`src/rtl/core/hrp_pkg.sv`:
```
// Shared types, codes and helper functions of the HTTP request parser.
package hrp_pkg;

	localparam int LENGTH_BITS_DEF = 31;
	localparam int BODY_W = 31;
	localparam int VER_W = 16;
	localparam int KEY_LEN = 14;

	typedef enum logic [0:0] {
		OP_DATA    = 1'b0,
		OP_RESTART = 1'b1
	} opcode_t;

	typedef enum logic [1:0] {
		ST_PENDING   = 2'd0,
		ST_COMPLETE  = 2'd1,
		ST_MALFORMED = 2'd2
	} status_t;

	typedef enum logic [2:0] {
		CL_NONE   = 3'd0,
		CL_METHOD = 3'd1,
		CL_URI    = 3'd2,
		CL_NAME   = 3'd3,
		CL_VALUE  = 3'd4,
		CL_BODY   = 3'd5
	} class_t;

	typedef enum logic [20:0] {
		S_METHOD_START = 21'h000001,
		S_METHOD       = 21'h000002,
		S_URI          = 21'h000004,
		S_VH           = 21'h000008,
		S_VT1          = 21'h000010,
		S_VT2          = 21'h000020,
		S_VP           = 21'h000040,
		S_VSLASH       = 21'h000080,
		S_MAJ_START    = 21'h000100,
		S_MAJ          = 21'h000200,
		S_MIN_START    = 21'h000400,
		S_MIN          = 21'h000800,
		S_NL1          = 21'h001000,
		S_LINE_START   = 21'h002000,
		S_LWS          = 21'h004000,
		S_NAME         = 21'h008000,
		S_SPACE        = 21'h010000,
		S_VALUE        = 21'h020000,
		S_NL2          = 21'h040000,
		S_NL3          = 21'h080000,
		S_BODY         = 21'h100000
	} state_t;

	typedef struct packed {
		logic              valid;
		opcode_t           opcode;
		logic [7:0]        data_byte;
	} item_t;

	typedef struct packed {
		status_t           status;
		class_t            byte_class;
		logic [7:0]        byte_out;
		logic              new_header;
		logic [VER_W-1:0]  version_major;
		logic [VER_W-1:0]  version_minor;
		logic [BODY_W-1:0] body_left;
	} result_t;

	function automatic logic ctl_byte(input logic [7:0] c);
		return (c <= 8'd31) || (c == 8'd127);
	endfunction

	function automatic logic digit_byte(input logic [7:0] c);
		return (c >= "0") && (c <= "9");
	endfunction

	function automatic logic separator_byte(input logic [7:0] c);
		return c inside {"(", ")", "<", ">", "@", ",", ";", ":", "\\", "\"",
			"/", "[", "]", "?", "=", "{", "}", " ", 8'h09};
	endfunction

	function automatic logic token_byte(input logic [7:0] c);
		return (c <= 8'd127) && !ctl_byte(c) && !separator_byte(c);
	endfunction

	function automatic logic [7:0] fold(input logic [7:0] c);
		return ((c >= "A") && (c <= "Z")) ? (c + 8'd32) : c;
	endfunction

	function automatic logic [7:0] key_char(input logic [3:0] pos);
		logic [7:0] k;
		case (pos)
			4'd0: k = "c";
			4'd1: k = "o";
			4'd2: k = "n";
			4'd3: k = "t";
			4'd4: k = "e";
			4'd5: k = "n";
			4'd6: k = "t";
			4'd7: k = "-";
			4'd8: k = "l";
			4'd9: k = "e";
			4'd10: k = "n";
			4'd11: k = "g";
			4'd12: k = "t";
			4'd13: k = "h";
			default: k = 8'd0;
		endcase
		return k;
	endfunction

	function automatic logic [VER_W-1:0] ver_step(input logic [VER_W-1:0] v,
			input logic [7:0] c);
		logic [VER_W+3:0] n;
		n = ({4'd0, v} << 3) + ({4'd0, v} << 1) + {{VER_W{1'b0}}, c[3:0]};
		return (|n[VER_W+3:VER_W]) ? {VER_W{1'b1}} : n[VER_W-1:0];
	endfunction

endpackage

```
`src/rtl/core/hrp_in_stage.sv`:
```
// Input register stage of the HTTP request parser.
module hrp_in_stage (
	input  logic            clk,
	input  logic            arst_n,
	input  logic            in_valid,
	output logic            in_stall,
	input  logic            opcode,
	input  logic [7:0]      data_byte,
	input  logic            advance,
	output hrp_pkg::item_t  item_s1
);

	logic       valid_s1;
	logic       opcode_s1;
	logic [7:0] byte_s1;
	logic       load;

	assign in_stall = valid_s1 && !advance;
	assign load = !in_stall;

	always_ff @(posedge clk or negedge arst_n) begin
		if (!arst_n) begin
			valid_s1 <= 1'b0;
		end else if (load) begin
			valid_s1 <= in_valid;
		end
	end

	always_ff @(posedge clk) begin
		if (load && in_valid) begin
			opcode_s1 <= opcode;
			byte_s1 <= data_byte;
		end
	end

	assign item_s1.valid = valid_s1;
	assign item_s1.opcode = hrp_pkg::opcode_t'(opcode_s1);
	assign item_s1.data_byte = byte_s1;

endmodule

```
`src/rtl/core/hrp_core.sv`:
```
// Parser state registers and the per-byte next-state and result logic.
module hrp_core #(
	parameter int LENGTH_BITS = hrp_pkg::LENGTH_BITS_DEF
) (
	input  logic             clk,
	input  logic             arst_n,
	input  logic             proc,
	input  hrp_pkg::item_t   item_s1,
	output hrp_pkg::result_t res
);

	localparam int LW = LENGTH_BITS + 4;

	hrp_pkg::state_t                state_q, state_d;
	logic [LENGTH_BITS-1:0]         body_q, body_d;
	logic [hrp_pkg::VER_W-1:0]      maj_q, maj_d, min_q, min_d;
	logic                           seen_q, seen_d;
	logic [3:0]                     pos_q, pos_d;
	logic                           match_q, match_d;
	logic                           inlen_q, inlen_d;
	logic [LENGTH_BITS-1:0]         acc_q, acc_d;
	logic                           found_q, found_d;
	logic                           hasd_q, hasd_d;
	logic                           inv_q, inv_d;

	logic [7:0]                     c;
	logic                           bad;
	logic                           nh;
	hrp_pkg::status_t               st;
	hrp_pkg::class_t                cls;
	logic [LW-1:0]                  acc_wide;
	logic                           acc_ovf;
	logic                           name_hit;
	logic                           first_hit;
	logic                           vb_inlen_inv, vb_has, vb_inv;
	logic [LENGTH_BITS-1:0]         vb_acc;

	assign c = item_s1.data_byte;
	assign acc_wide = ({4'd0, acc_q} << 3) + ({4'd0, acc_q} << 1)
		+ {{LENGTH_BITS{1'b0}}, c[3:0]};
	assign acc_ovf = |acc_wide[LW-1:LENGTH_BITS];
	assign name_hit = match_q && (pos_q < 4'(hrp_pkg::KEY_LEN))
		&& (hrp_pkg::fold(c) == hrp_pkg::key_char(pos_q));
	assign first_hit = hrp_pkg::fold(c) == hrp_pkg::key_char(4'd0);

	always_comb begin
		vb_inlen_inv = inv_q;
		vb_has = hasd_q;
		vb_acc = acc_q;
		if (inlen_q) begin
			if (!hrp_pkg::digit_byte(c)) begin
				vb_inlen_inv = 1'b1;
			end else begin
				vb_has = 1'b1;
				if (!inv_q) begin
					if (acc_ovf) begin
						vb_inlen_inv = 1'b1;
					end else begin
						vb_acc = acc_wide[LENGTH_BITS-1:0];
					end
				end
			end
		end
		vb_inv = vb_inlen_inv;
	end

	always_comb begin
		state_d = state_q;
		body_d = body_q;
		maj_d = maj_q;
		min_d = min_q;
		seen_d = seen_q;
		pos_d = pos_q;
		match_d = match_q;
		inlen_d = inlen_q;
		acc_d = acc_q;
		found_d = found_q;
		hasd_d = hasd_q;
		inv_d = inv_q;
		st = hrp_pkg::ST_PENDING;
		cls = hrp_pkg::CL_NONE;
		nh = 1'b0;
		bad = 1'b0;
		if (item_s1.opcode == hrp_pkg::OP_RESTART) begin
			state_d = hrp_pkg::S_METHOD_START;
			body_d = '0;
			maj_d = '0;
			min_d = '0;
			seen_d = 1'b0;
			pos_d = '0;
			match_d = 1'b0;
			inlen_d = 1'b0;
			acc_d = '0;
			found_d = 1'b0;
			hasd_d = 1'b0;
			inv_d = 1'b0;
		end else begin
			case (state_q)
				hrp_pkg::S_METHOD_START: begin
					if (!hrp_pkg::token_byte(c)) bad = 1'b1;
					else begin
						state_d = hrp_pkg::S_METHOD;
						cls = hrp_pkg::CL_METHOD;
					end
				end
				hrp_pkg::S_METHOD: begin
					if (c == " ") state_d = hrp_pkg::S_URI;
					else if (!hrp_pkg::token_byte(c)) bad = 1'b1;
					else cls = hrp_pkg::CL_METHOD;
				end
				hrp_pkg::S_URI: begin
					if (c == " ") state_d = hrp_pkg::S_VH;
					else if (hrp_pkg::ctl_byte(c)) bad = 1'b1;
					else cls = hrp_pkg::CL_URI;
				end
				hrp_pkg::S_VH: begin
					if (c == "H") state_d = hrp_pkg::S_VT1;
					else bad = 1'b1;
				end
				hrp_pkg::S_VT1: begin
					if (c == "T") state_d = hrp_pkg::S_VT2;
					else bad = 1'b1;
				end
				hrp_pkg::S_VT2: begin
					if (c == "T") state_d = hrp_pkg::S_VP;
					else bad = 1'b1;
				end
				hrp_pkg::S_VP: begin
					if (c == "P") state_d = hrp_pkg::S_VSLASH;
					else bad = 1'b1;
				end
				hrp_pkg::S_VSLASH: begin
					if (c == "/") begin
						maj_d = '0;
						min_d = '0;
						state_d = hrp_pkg::S_MAJ_START;
					end else bad = 1'b1;
				end
				hrp_pkg::S_MAJ_START: begin
					if (hrp_pkg::digit_byte(c)) begin
						maj_d = hrp_pkg::ver_step(maj_q, c);
						state_d = hrp_pkg::S_MAJ;
					end else bad = 1'b1;
				end
				hrp_pkg::S_MAJ: begin
					if (c == ".") state_d = hrp_pkg::S_MIN_START;
					else if (hrp_pkg::digit_byte(c)) maj_d = hrp_pkg::ver_step(maj_q, c);
					else bad = 1'b1;
				end
				hrp_pkg::S_MIN_START: begin
					if (hrp_pkg::digit_byte(c)) begin
						min_d = hrp_pkg::ver_step(min_q, c);
						state_d = hrp_pkg::S_MIN;
					end else bad = 1'b1;
				end
				hrp_pkg::S_MIN: begin
					if (c == 8'h0d) state_d = hrp_pkg::S_NL1;
					else if (hrp_pkg::digit_byte(c)) min_d = hrp_pkg::ver_step(min_q, c);
					else bad = 1'b1;
				end
				hrp_pkg::S_NL1, hrp_pkg::S_NL2: begin
					if (c == 8'h0a) state_d = hrp_pkg::S_LINE_START;
					else bad = 1'b1;
				end
				hrp_pkg::S_LINE_START: begin
					if (c == 8'h0d) state_d = hrp_pkg::S_NL3;
					else if (seen_q && (c == " " || c == 8'h09)) state_d = hrp_pkg::S_LWS;
					else if (!hrp_pkg::token_byte(c)) bad = 1'b1;
					else begin
						seen_d = 1'b1;
						inlen_d = 1'b0;
						pos_d = first_hit ? 4'd1 : 4'd0;
						match_d = first_hit;
						state_d = hrp_pkg::S_NAME;
						cls = hrp_pkg::CL_NAME;
						nh = 1'b1;
					end
				end
				hrp_pkg::S_LWS: begin
					if (c == 8'h0d) state_d = hrp_pkg::S_NL2;
					else if (c == " " || c == 8'h09) state_d = hrp_pkg::S_LWS;
					else if (hrp_pkg::ctl_byte(c)) bad = 1'b1;
					else begin
						inv_d = vb_inv;
						hasd_d = vb_has;
						acc_d = vb_acc;
						state_d = hrp_pkg::S_VALUE;
						cls = hrp_pkg::CL_VALUE;
					end
				end
				hrp_pkg::S_NAME: begin
					if (c == ":") begin
						state_d = hrp_pkg::S_SPACE;
						if (match_q && pos_q == 4'(hrp_pkg::KEY_LEN)) begin
							inlen_d = 1'b1;
							found_d = 1'b1;
							acc_d = '0;
							hasd_d = 1'b0;
							inv_d = 1'b0;
						end
					end else if (!hrp_pkg::token_byte(c)) bad = 1'b1;
					else begin
						if (name_hit) pos_d = pos_q + 4'd1;
						else match_d = 1'b0;
						cls = hrp_pkg::CL_NAME;
					end
				end
				hrp_pkg::S_SPACE: begin
					if (c == " ") state_d = hrp_pkg::S_VALUE;
					else bad = 1'b1;
				end
				hrp_pkg::S_VALUE: begin
					if (c == 8'h0d) state_d = hrp_pkg::S_NL2;
					else if (hrp_pkg::ctl_byte(c)) bad = 1'b1;
					else begin
						inv_d = vb_inv;
						hasd_d = vb_has;
						acc_d = vb_acc;
						cls = hrp_pkg::CL_VALUE;
					end
				end
				hrp_pkg::S_NL3: begin
					if (c != 8'h0a) bad = 1'b1;
					else if (found_q && (inv_q || !hasd_q)) bad = 1'b1;
					else begin
						body_d = found_q ? acc_q : '0;
						if (found_q && acc_q != '0) state_d = hrp_pkg::S_BODY;
						else st = hrp_pkg::ST_COMPLETE;
					end
				end
				hrp_pkg::S_BODY: begin
					if (body_q != '0) begin
						body_d = body_q - 1'b1;
						cls = hrp_pkg::CL_BODY;
						if (body_q == LENGTH_BITS'(1)) st = hrp_pkg::ST_COMPLETE;
					end else st = hrp_pkg::ST_COMPLETE;
				end
				default: bad = 1'b1;
			endcase
			if (bad) begin
				state_d = state_q;
				body_d = body_q;
				maj_d = maj_q;
				min_d = min_q;
				seen_d = seen_q;
				pos_d = pos_q;
				match_d = match_q;
				inlen_d = inlen_q;
				acc_d = acc_q;
				found_d = found_q;
				hasd_d = hasd_q;
				inv_d = inv_q;
				st = hrp_pkg::ST_MALFORMED;
				cls = hrp_pkg::CL_NONE;
				nh = 1'b0;
			end
		end
	end

	always_ff @(posedge clk or negedge arst_n) begin
		if (!arst_n) begin
			state_q <= hrp_pkg::S_METHOD_START;
			body_q <= '0;
			maj_q <= '0;
			min_q <= '0;
			seen_q <= 1'b0;
			pos_q <= '0;
			match_q <= 1'b0;
			inlen_q <= 1'b0;
			acc_q <= '0;
			found_q <= 1'b0;
			hasd_q <= 1'b0;
			inv_q <= 1'b0;
		end else if (proc) begin
			state_q <= state_d;
			body_q <= body_d;
			maj_q <= maj_d;
			min_q <= min_d;
			seen_q <= seen_d;
			pos_q <= pos_d;
			match_q <= match_d;
			inlen_q <= inlen_d;
			acc_q <= acc_d;
			found_q <= found_d;
			hasd_q <= hasd_d;
			inv_q <= inv_d;
		end
	end

	assign res.status = st;
	assign res.byte_class = cls;
	assign res.byte_out = (cls != hrp_pkg::CL_NONE) ? c : 8'd0;
	assign res.new_header = nh;
	assign res.version_major = maj_d;
	assign res.version_minor = min_d;
	assign res.body_left = hrp_pkg::BODY_W'(body_d);

`ifndef ASSERT_OFF
	a_restart_state: assert property (@(posedge clk) disable iff (!arst_n)
		proc && item_s1.opcode == hrp_pkg::OP_RESTART |=> state_q == hrp_pkg::S_METHOD_START)
		else $error("restart did not return the parser to the method start");
	a_body_count: assert property (@(posedge clk) disable iff (!arst_n)
		proc && item_s1.opcode == hrp_pkg::OP_DATA && state_q == hrp_pkg::S_BODY
		&& body_q != '0 |=> body_q == $past(body_q) - 1'b1)
		else $error("body byte did not decrement the body count");
	a_malformed_holds: assert property (@(posedge clk) disable iff (!arst_n)
		proc && res.status == hrp_pkg::ST_MALFORMED |=> $stable(state_q))
		else $error("malformed byte changed the parse state");
`endif

endmodule

```
`src/rtl/core/http_request_parser_unit.sv`:
```
// Top level of the HTTP request parser: input stage, parser core and result register.
//
//  channel  | handshake           | payload
//  ---------+---------------------+-------------------------------------------------
//  input    | in_valid, in_stall  | opcode, data_byte
//  output   | out_valid, out_stall| status, byte_class, byte_out, new_header,
//           |                     | version_major, version_minor, body_left
//
// One byte per cycle is taken while in_stall is low; each byte passes the input register, then the result register.
// The parse state is updated as a byte moves from the input register to the result register.
// While a result waits, the input register still takes a transaction if it is empty, and then it stalls the input.
// Reset clears the valid flags and returns the parser to the method start.
module http_request_parser_unit #(
	parameter int LENGTH_BITS = hrp_pkg::LENGTH_BITS_DEF
) (
	input  logic                         clk,
	input  logic                         arst_n,
	input  logic                         in_valid,
	output logic                         in_stall,
	input  logic                         opcode,
	input  logic [7:0]                   data_byte,
	output logic                         out_valid,
	input  logic                         out_stall,
	output logic [1:0]                   status,
	output logic [2:0]                   byte_class,
	output logic [7:0]                   byte_out,
	output logic                         new_header,
	output logic [hrp_pkg::VER_W-1:0]    version_major,
	output logic [hrp_pkg::VER_W-1:0]    version_minor,
	output logic [hrp_pkg::BODY_W-1:0]   body_left
);

	hrp_pkg::item_t   item_s1;
	hrp_pkg::result_t res;
	hrp_pkg::result_t res_q;
	logic             out_valid_q;
	logic             advance;
	logic             proc;

	assign advance = !(out_valid_q && out_stall);
	assign proc = advance && item_s1.valid;

	hrp_in_stage u_in_stage (
		.clk       (clk),
		.arst_n    (arst_n),
		.in_valid  (in_valid),
		.in_stall  (in_stall),
		.opcode    (opcode),
		.data_byte (data_byte),
		.advance   (advance),
		.item_s1   (item_s1)
	);

	hrp_core #(
		.LENGTH_BITS (LENGTH_BITS)
	) u_core (
		.clk     (clk),
		.arst_n  (arst_n),
		.proc    (proc),
		.item_s1 (item_s1),
		.res     (res)
	);

	always_ff @(posedge clk or negedge arst_n) begin
		if (!arst_n) begin
			out_valid_q <= 1'b0;
		end else if (advance) begin
			out_valid_q <= item_s1.valid;
		end
	end

	always_ff @(posedge clk) begin
		if (proc) begin
			res_q <= res;
		end
	end

	assign out_valid = out_valid_q;
	assign status = res_q.status;
	assign byte_class = res_q.byte_class;
	assign byte_out = res_q.byte_out;
	assign new_header = res_q.new_header;
	assign version_major = res_q.version_major;
	assign version_minor = res_q.version_minor;
	assign body_left = res_q.body_left;

`ifndef ASSERT_OFF
	a_malformed_untagged: assert property (@(posedge clk) disable iff (!arst_n)
		out_valid && status == hrp_pkg::ST_MALFORMED |-> byte_class == hrp_pkg::CL_NONE
		&& !new_header)
		else $error("malformed result carries a byte class");
	a_new_header_name: assert property (@(posedge clk) disable iff (!arst_n)
		out_valid && new_header |-> byte_class == hrp_pkg::CL_NAME)
		else $error("new header flag on a byte that is not a header name");
	a_no_overrun: assert property (@(posedge clk) disable iff (!arst_n)
		out_valid && out_stall |=> out_valid && $stable(res_q))
		else $error("stalled result was overwritten");
`endif

endmodule

```
`config.mk`:
```
export PLATFORM = sky130hd
export DESIGN_NAME = http_request_parser_unit
export DESIGN_NICKNAME = d
export VERILOG_FILES = /design/src/rtl/core/hrp_pkg.sv /design/src/rtl/core/hrp_in_stage.sv /design/src/rtl/core/hrp_core.sv /design/src/rtl/core/http_request_parser_unit.sv
export SDC_FILE = /design/constraint.sdc
export NUM_CORES = 1
export LEC_CHECK = 0
export ABC_AREA = 1
export BUFFER_PORTS_ARGS = -buffer_cell sky130_fd_sc_hd__buf_2
export CORE_MARGIN = 3
export CORE_UTILIZATION = 45
export CTS_CLUSTER_DIAMETER = 60
export CTS_CLUSTER_SIZE = 8
export DETAILED_ROUTE_END_ITERATION = 10
export GPL_TIMING_DRIVEN = 0
export PLACE_DENSITY = 0.61
export SKIP_CTS_REPAIR_TIMING = 1
export SLEW_MARGIN = 0
export SYNTH_ARGS = -nofsm -noshare
export SYNTH_HDL_FRONTEND = slang
export SYNTH_SLANG_ARGS = --single-unit
```
`constraint.sdc`:
```
create_clock -name clk -period 6.43 [get_ports clk]
set_input_delay 0 -clock clk [delete_from_list [all_inputs] [get_ports clk]]
set_output_delay 0 -clock clk [all_outputs]
set_load 0.05 [all_outputs]
```
==> flow_summary_export.csv, run 1 <==
group,metric,value,unit
die,fp.dieW,210,um
sta,rsz0062_at_grt,"no",
power,p_leak,11.1,nW
yosys,synth_seq_cells,213,
clocking,clock_latency,0.54,ns
sta,post-route-period-util,0.698,
clocking,clk_pin_slew,0.05,ns
die,die_height,210,um
power,p_switching,2.03,mW
layout,drive_gt1_frac,0.0819,
setup_path,start_kind,"flop",
placed_design,dp_hpwl,50.2,mm
yosys,ys_seq_area_frac,0.307,
placed_design,placed_area,19900,um2
routing,drcViolationCount,0,
die,core,41000,um2
setup_path,cpMostUsedCell,"nand2_1",
setup_path,cpPeakStageDelay,0.80,ns
yosys,synth_edf_count,86,
die,top_level_ports,92,
routing,first_pass_iters,8,
yosys,ys_types,55,
setup_path,cp.arrival,4.90,ns
layout,antenna_cells,0,
yosys,synth_top_area_cell,"nand2_1",
sta,setup-tns-final,0,ns
power,sw_frac_of_total,0.396,
grt,use_met1,0.372,
die,initial_core_util,0.457,
power,power.total,5.14,mW
outcome,violations,"hold timing",
power,peakVddDrop,203,uV
yosys,synth_top_cell_area_share,0.179,
grt,grt_pass1_wl,100,mm
setup_path,end_kind,"flop",
routing,via_per_inst,5.48,
worst_hold_path,holdCritPathClass,"in -> async",
placed_design,portBuffers,91,
layout,nets,3118,
yosys,synth-async-reset-ratio,0.596,
clocking,cts_buffers,37,
setup_path,crit_type,"reg -> reg",
sta,hold_ws,-0.0324,ns
die,row_count,74,
routing,vias,19300,
placed_design,dp_slack,2.01,ns
layout,post-route-util,0.516,
yosys,synth_area_per_cell,6.65,um2
yosys,synth.most_common_cell,"nand2_1",
sta,finalCriticalPeriod,4.49,ns
clocking,cts.sink_count,213,
grt,antenna_found_initial,0,
clocking,htree_num_levels,2,
routing,ant_nets,0,
sta,setup_ws,1.94,ns
die,die_area,44200,um2
grt,top_usage_layer,"met2",
sta,setup_viol,0,
yosys,synth_area,18800,um2
yosys,ys.warnings.count,0,
power,power_density,243,nW/um2
clocking,cts_tree,"done",
setup_path,cp_slowest_cell,"edfxtp_1",
sta,hold_viol_final,6,
grt,grt_remaining_overflow,0,
yosys,synthTopCellsByCount,"nand2_1, nor2_1, inv_1",
clocking,cts_max_path_buffers,3,
yosys,synth.area.top_cells,"nand2_1, dfrtp_1, edfxtp_1",
grt,grt_usage,0.285,
sta,clock_skew,0.0277,ns
sta,max_freq,223,MHz
outcome,status,"finished with violations",
sta,tightest_slew,0.919,ns
yosys,synth_flop_cell,"dfrtp_1",
routing,wl,63.8,mm
setup_path,cp_cell_sequence,"inv_2 > fa_1 > inv_1 > fa_1 > nand3_1 > nand2_1 > nand2_1 > nand2_1 > nand2_1 > nand2_1 > nand2_1 > nand2_1 > nand2_1 > nand2_1 > nor2_1 > nand3_1 > nand2_1 > nand4_1 > buf_2 > nand2_1 > nand2_1",
layout,stdcell_count,3522,
grt,grt_use_met3,0.0579,
placed_design,globalplace.congestion,0.945,
setup_path,cp.required,6.84,ns
yosys,syn_nets,2972,
routing,post_drt_wl_per_cell,18.1,um
layout,syn_to_final_growth,12.8,%
power,power_frac_clock,0.345,
yosys,syn-instance-count,2819,
grt,first_global_vias,18600,
placed_design,place_inst,3444,
sta,slew-limit-headroom,0.387,
run,drv_cap,0,
power,pwr-share-seq,0.323,
power,comb_power_share,0.331,
power,p_int,3.10,mW
clocking,clockRootBuffer,"clkbuf_16",
grt,grt_max_degree,80,
sta,slew_viol_final,0,
routing,drtIter0Drc,1564,
grt,met2_usage,0.466,
setup_path,timing.critical_path.fanout_max,10,
layout,stdcell_area,21200,um2
==> worst paths after layout <==
path                            depth (start not counted)                       startpoint  slack [ns]                         endpoint
worst max-delay path                                   21  u_in_stage.byte_s1[3]$_DFFE_PP_        1.94     u_core.acc_q[19]$_DFFE_PN0P_
max in group asynchronous                               3                           arst_n        5.62      u_core.pos_q[1]$_DFFE_PN0P_
worst max register to register                         21  u_in_stage.byte_s1[3]$_DFFE_PP_        1.94     u_core.acc_q[19]$_DFFE_PN0P_
worst min-delay path                                    2                           arst_n       -0.03     u_core.min_q[12]$_DFFE_PN0P_
worst min register to register                          2  u_in_stage.valid_s1$_DFFE_PN0N_        0.45            out_valid$_DFFE_PN0N_
min in group clk                                        2                     data_byte[3]        0.17  u_in_stage.byte_s1[3]$_DFFE_PP_
==> per-layer routing <==
metal  vias up  share of wire
met5         -              0
met4         0          0.038
met3       141          0.072
met2       675           0.46
met1      8912           0.43
li1       9590              -
==> flip-flops by register name, indices dropped and copies added, names as in the netlist, 2 cells and up <==
| signal | count |
|---|---|
| u_core.min_q | 16 |
| u_core.state_q | 21 |
| byte_out | 8 |
| version_major | 16 |
| u_core.acc_q | 31 |
| body_left | 31 |
| byte_class | 3 |
| u_core.pos_q | 4 |
| version_minor | 16 |
| u_core.maj_q | 16 |
| status | 2 |
| u_in_stage.byte_s1 | 8 |
| u_core.body_q | 31 |
==> kinds of logic after synthesis <==
group                    synth area share
XOR/XNOR                           0.0248
AND/OR/NAND/NOR                     0.365
AO/OA/AOI/OAI                       0.116
flip-flops                          0.307
adder cells (fa/ha/maj)            0.0958
buffers and inverters              0.0911
==> placed cells by master (no fill, tap or decap), types with 54 or more instances in the layout <==
cell / n
a21oi_1: 97
buf_2: 111
clkbuf_1: 86
dfrtp_1: 126
edfxtp_1: 86
ha_1: 134
inv_1: 306
nand2_1: 892
nand3_1: 194
nand4_1: 86
nor2_1: 330
o211ai_1: 54
o21ai_0: 140
==> power groups by stage <==
stage / Combinational, mW / Sequential [mW] / Clock (mW)
final: 1.70 / 1.66 / 1.77
after global placement: 1.66 / 1.69 / 0
after CTS: 1.68 / 1.66 / 1.81
after floorplan: 1.07 / 1.81 / 0
after global routing: 1.89 / 1.68 / 1.87
after detailed placement: 1.68 / 1.68 / 0
==> critical path: cells and delay by family, from the launching register on <==
| family | cells | cell delay (ns) |
|---|---|---|
| AND/OR/NAND/NOR | 16 | 1.95 |
| buffers and inverters | 3 | 0.54 |
| adder cells (fa/ha/maj) | 2 | 1.06 |
| flip-flops | 1 | 0.80 |
==> cell type report <==
cell class / count / area, um2
timing repair buffer: 107 / 657
sequential: 213 / 5760
buffer: 109 / 477
tap: 532 / 666
inverter: 329 / 1230
fill: 4170 / 19900
clock buffer: 54 / 1010
clock inverter: 10 / 73.8
multi-input combinational: 2168 / 11300
No activity file was read; power rests on OpenSTA's default activity.
==> run 2, diff against run 1 <==
PLACE_DENSITY = 0.63   (was 0.61)
clock period = 3.6 ns   (was 6.43 ns; I/O delays follow)
==> run 2 against run 1 <==
The flow now finishes without violations; power increased by 81%; design area increased by 1.4%; critical path type unchanged; die area unchanged; sequential cell count unchanged; highest routed layer unchanged; clock power increased by 83%; utilization increased by 0.71 points; register-to-register slack got worse by 1.8 ns; critical path depth decreased by 3; via count increased by 1.7%; clock-buffer cell count unchanged; global-route usage increased by 0.49 points; clock skew decreased by 0.0050 ns.
==> flow_summary_export.csv, run 2 (synthesis results as in run 1) <==
group,metric,value,unit
outcome,status,"complete, no violations",
worst_hold_path,holdCritPathClass,"in -> async",
sta,slew_viol_final,0,
grt,grt_remaining_overflow,0,
setup_path,cp_slowest_cell,"fa_1",
sta,hold_ws,0.111,ns
grt,antenna_found_initial,0,
clocking,cts_tree,"done",
power,peakVddDrop,363,uV
sta,max_freq,288,MHz
routing,post_drt_wl_per_cell,18.4,um
layout,drive_gt1_frac,0.0949,
placed_design,placed_area,19900,um2
sta,clock_skew,0.0227,ns
routing,first_pass_iters,6,
layout,antenna_cells,0,
clocking,cts_buffers,35,
setup_path,crit_type,"reg -> reg",
run,drv_cap,0,
grt,use_met1,0.383,
grt,first_global_vias,18800,
setup_path,cp.arrival,3.71,ns
setup_path,end_kind,"flop",
grt,top_usage_layer,"met2",
placed_design,dp_slack,-0.725,ns
setup_path,cp_cell_sequence,"buf_12 > fa_1 > inv_1 > fa_2 > inv_1 > nand3_1 > nand2_2 > nand2_1 > nand2_1 > nand2_1 > nand3_1 > nand2_1 > nor2_4 > and2_1 > clkbuf_4 > nand3_1 > nand3_1 > a21oi_1",
placed_design,portBuffers,91,
routing,wl,64.9,mm
die,row_count,74,
grt,grt_pass1_wl,102,mm
layout,post-route-util,0.523,
placed_design,place_inst,3444,
sta,setup_viol,0,
clocking,htree_num_levels,2,
setup_path,cpPeakStageDelay,0.56,ns
routing,ant_nets,0,
setup_path,cp.required,3.83,ns
power,p_leak,11.2,nW
routing,drcViolationCount,0,
sta,finalCriticalPeriod,3.47,ns
placed_design,globalplace.congestion,0.966,
clocking,clock_latency,0.55,ns
layout,stdcell_count,3536,
die,fp.dieW,210,um
setup_path,cp_top_family,"simple AND/OR/NAND/NOR gates",
clocking,clk_pin_slew,0.05,ns
die,initial_core_util,0.457,
sta,slew-limit-headroom,0.285,
layout,stdcell_area,21500,um2
grt,grt_max_degree,74,
clocking,cts.sink_count,213,
setup_path,timing.critical_path.fanout_max,8,
layout,syn_to_final_growth,14.4,%
power,power.total,9.31,mW
grt,met2_usage,0.491,
sta,post-route-period-util,0.965,
layout,final_cell_mix,"nand2_1, nor2_1, inv_1",
power,power_density,434,nW/um2
sta,tightest_slew,1.07,ns
placed_design,dp_hpwl,50.3,mm
die,die_area,44200,um2
layout,nets,3133,
routing,via_per_inst,5.55,
die,die_height,210,um
routing,vias,19600,
sta,setup_ws,0.126,ns
clocking,cts_max_path_buffers,3,
setup_path,path_buf_inv,4,
die,top_level_ports,92,
grt,grt_use_met3,0.0387,
die,core,41000,um2
routing,drtIter0Drc,1488,
grt,grt_usage,0.290,
clocking,clockRootBuffer,"clkbuf_16",
sta,setup-tns-final,0,ns
setup_path,start_kind,"flop",
layout,final_common_cell,"nand2_1",
sta,hold_viol_final,0,
run 2: path summary, 6_finish.rpt:
path	from	end	cells after the start	slack, ns
hold reg to reg	u_in_stage.valid_s1$_DFFE_PN0N_	out_valid$_DFFE_PN0N_	2	0.48
min in group clk	data_byte[3]	u_in_stage.byte_s1[3]$_DFFE_PP_	2	0.17
hold / removal	arst_n	u_core.min_q[15]$_DFFE_PN0P_	2	0.11
setup reg to reg	u_in_stage.byte_s1[3]$_DFFE_PP_	version_minor[8]$_DFFE_PP_	18	0.13
setup / recovery	u_in_stage.byte_s1[3]$_DFFE_PP_	version_minor[8]$_DFFE_PP_	18	0.13
max in group asynchronous	arst_n	u_core.state_q[0]$_DFFE_PN1P_	3	2.68
run 2: worst reg2reg max path, stage by stage, from the launching register on:
cell,delay (ns)
edfxtp_1,0.43
buf_12,0.17
fa_1,0.56
inv_1,0.07
fa_2,0.40
inv_1,0.06
nand3_1,0.09
nand2_2,0.12
nand2_1,0.06
nand2_1,0.08
nand2_1,0.09
nand3_1,0.08
nand2_1,0.09
nor2_4,0.18
and2_1,0.15
clkbuf_4,0.17
nand3_1,0.12
nand3_1,0.12
a21oi_1,0.12
run 2: where the power goes:
| part | leakage [nW] | switching, mW | total [mW] | internal (mW) |
|---|---|---|---|---|
| Sequential | 2.60 | 0.196 | 2.96 | 2.76 |
| Combinational | 8.09 | 2.25 | 3.11 | 0.865 |
| Clock | 0.530 | 1.19 | 3.24 | 2.05 |
| Total | 11.2 | 3.64 | 9.31 | 5.68 |
run 2: final cells by class:
| cell class | count | area [um2] |
|---|---|---|
| fillers | 4205 | 19600 |
| clock buffers | 54 | 1000 |
| multi-input cells | 2168 | 11400 |
| plain buffers | 109 | 508 |
| flip-flops and latches | 213 | 5760 |
| inverters | 329 | 1240 |
| well taps | 532 | 666 |
| clock inverters | 7 | 103 |
| repair buffers | 124 | 810 |
run 2: layer usage:
layer  vias up  share of wire
met4         0          0.035
li1       9636              -
met1      9152           0.44
met5         -              0
met2       715           0.47
met3       135          0.063
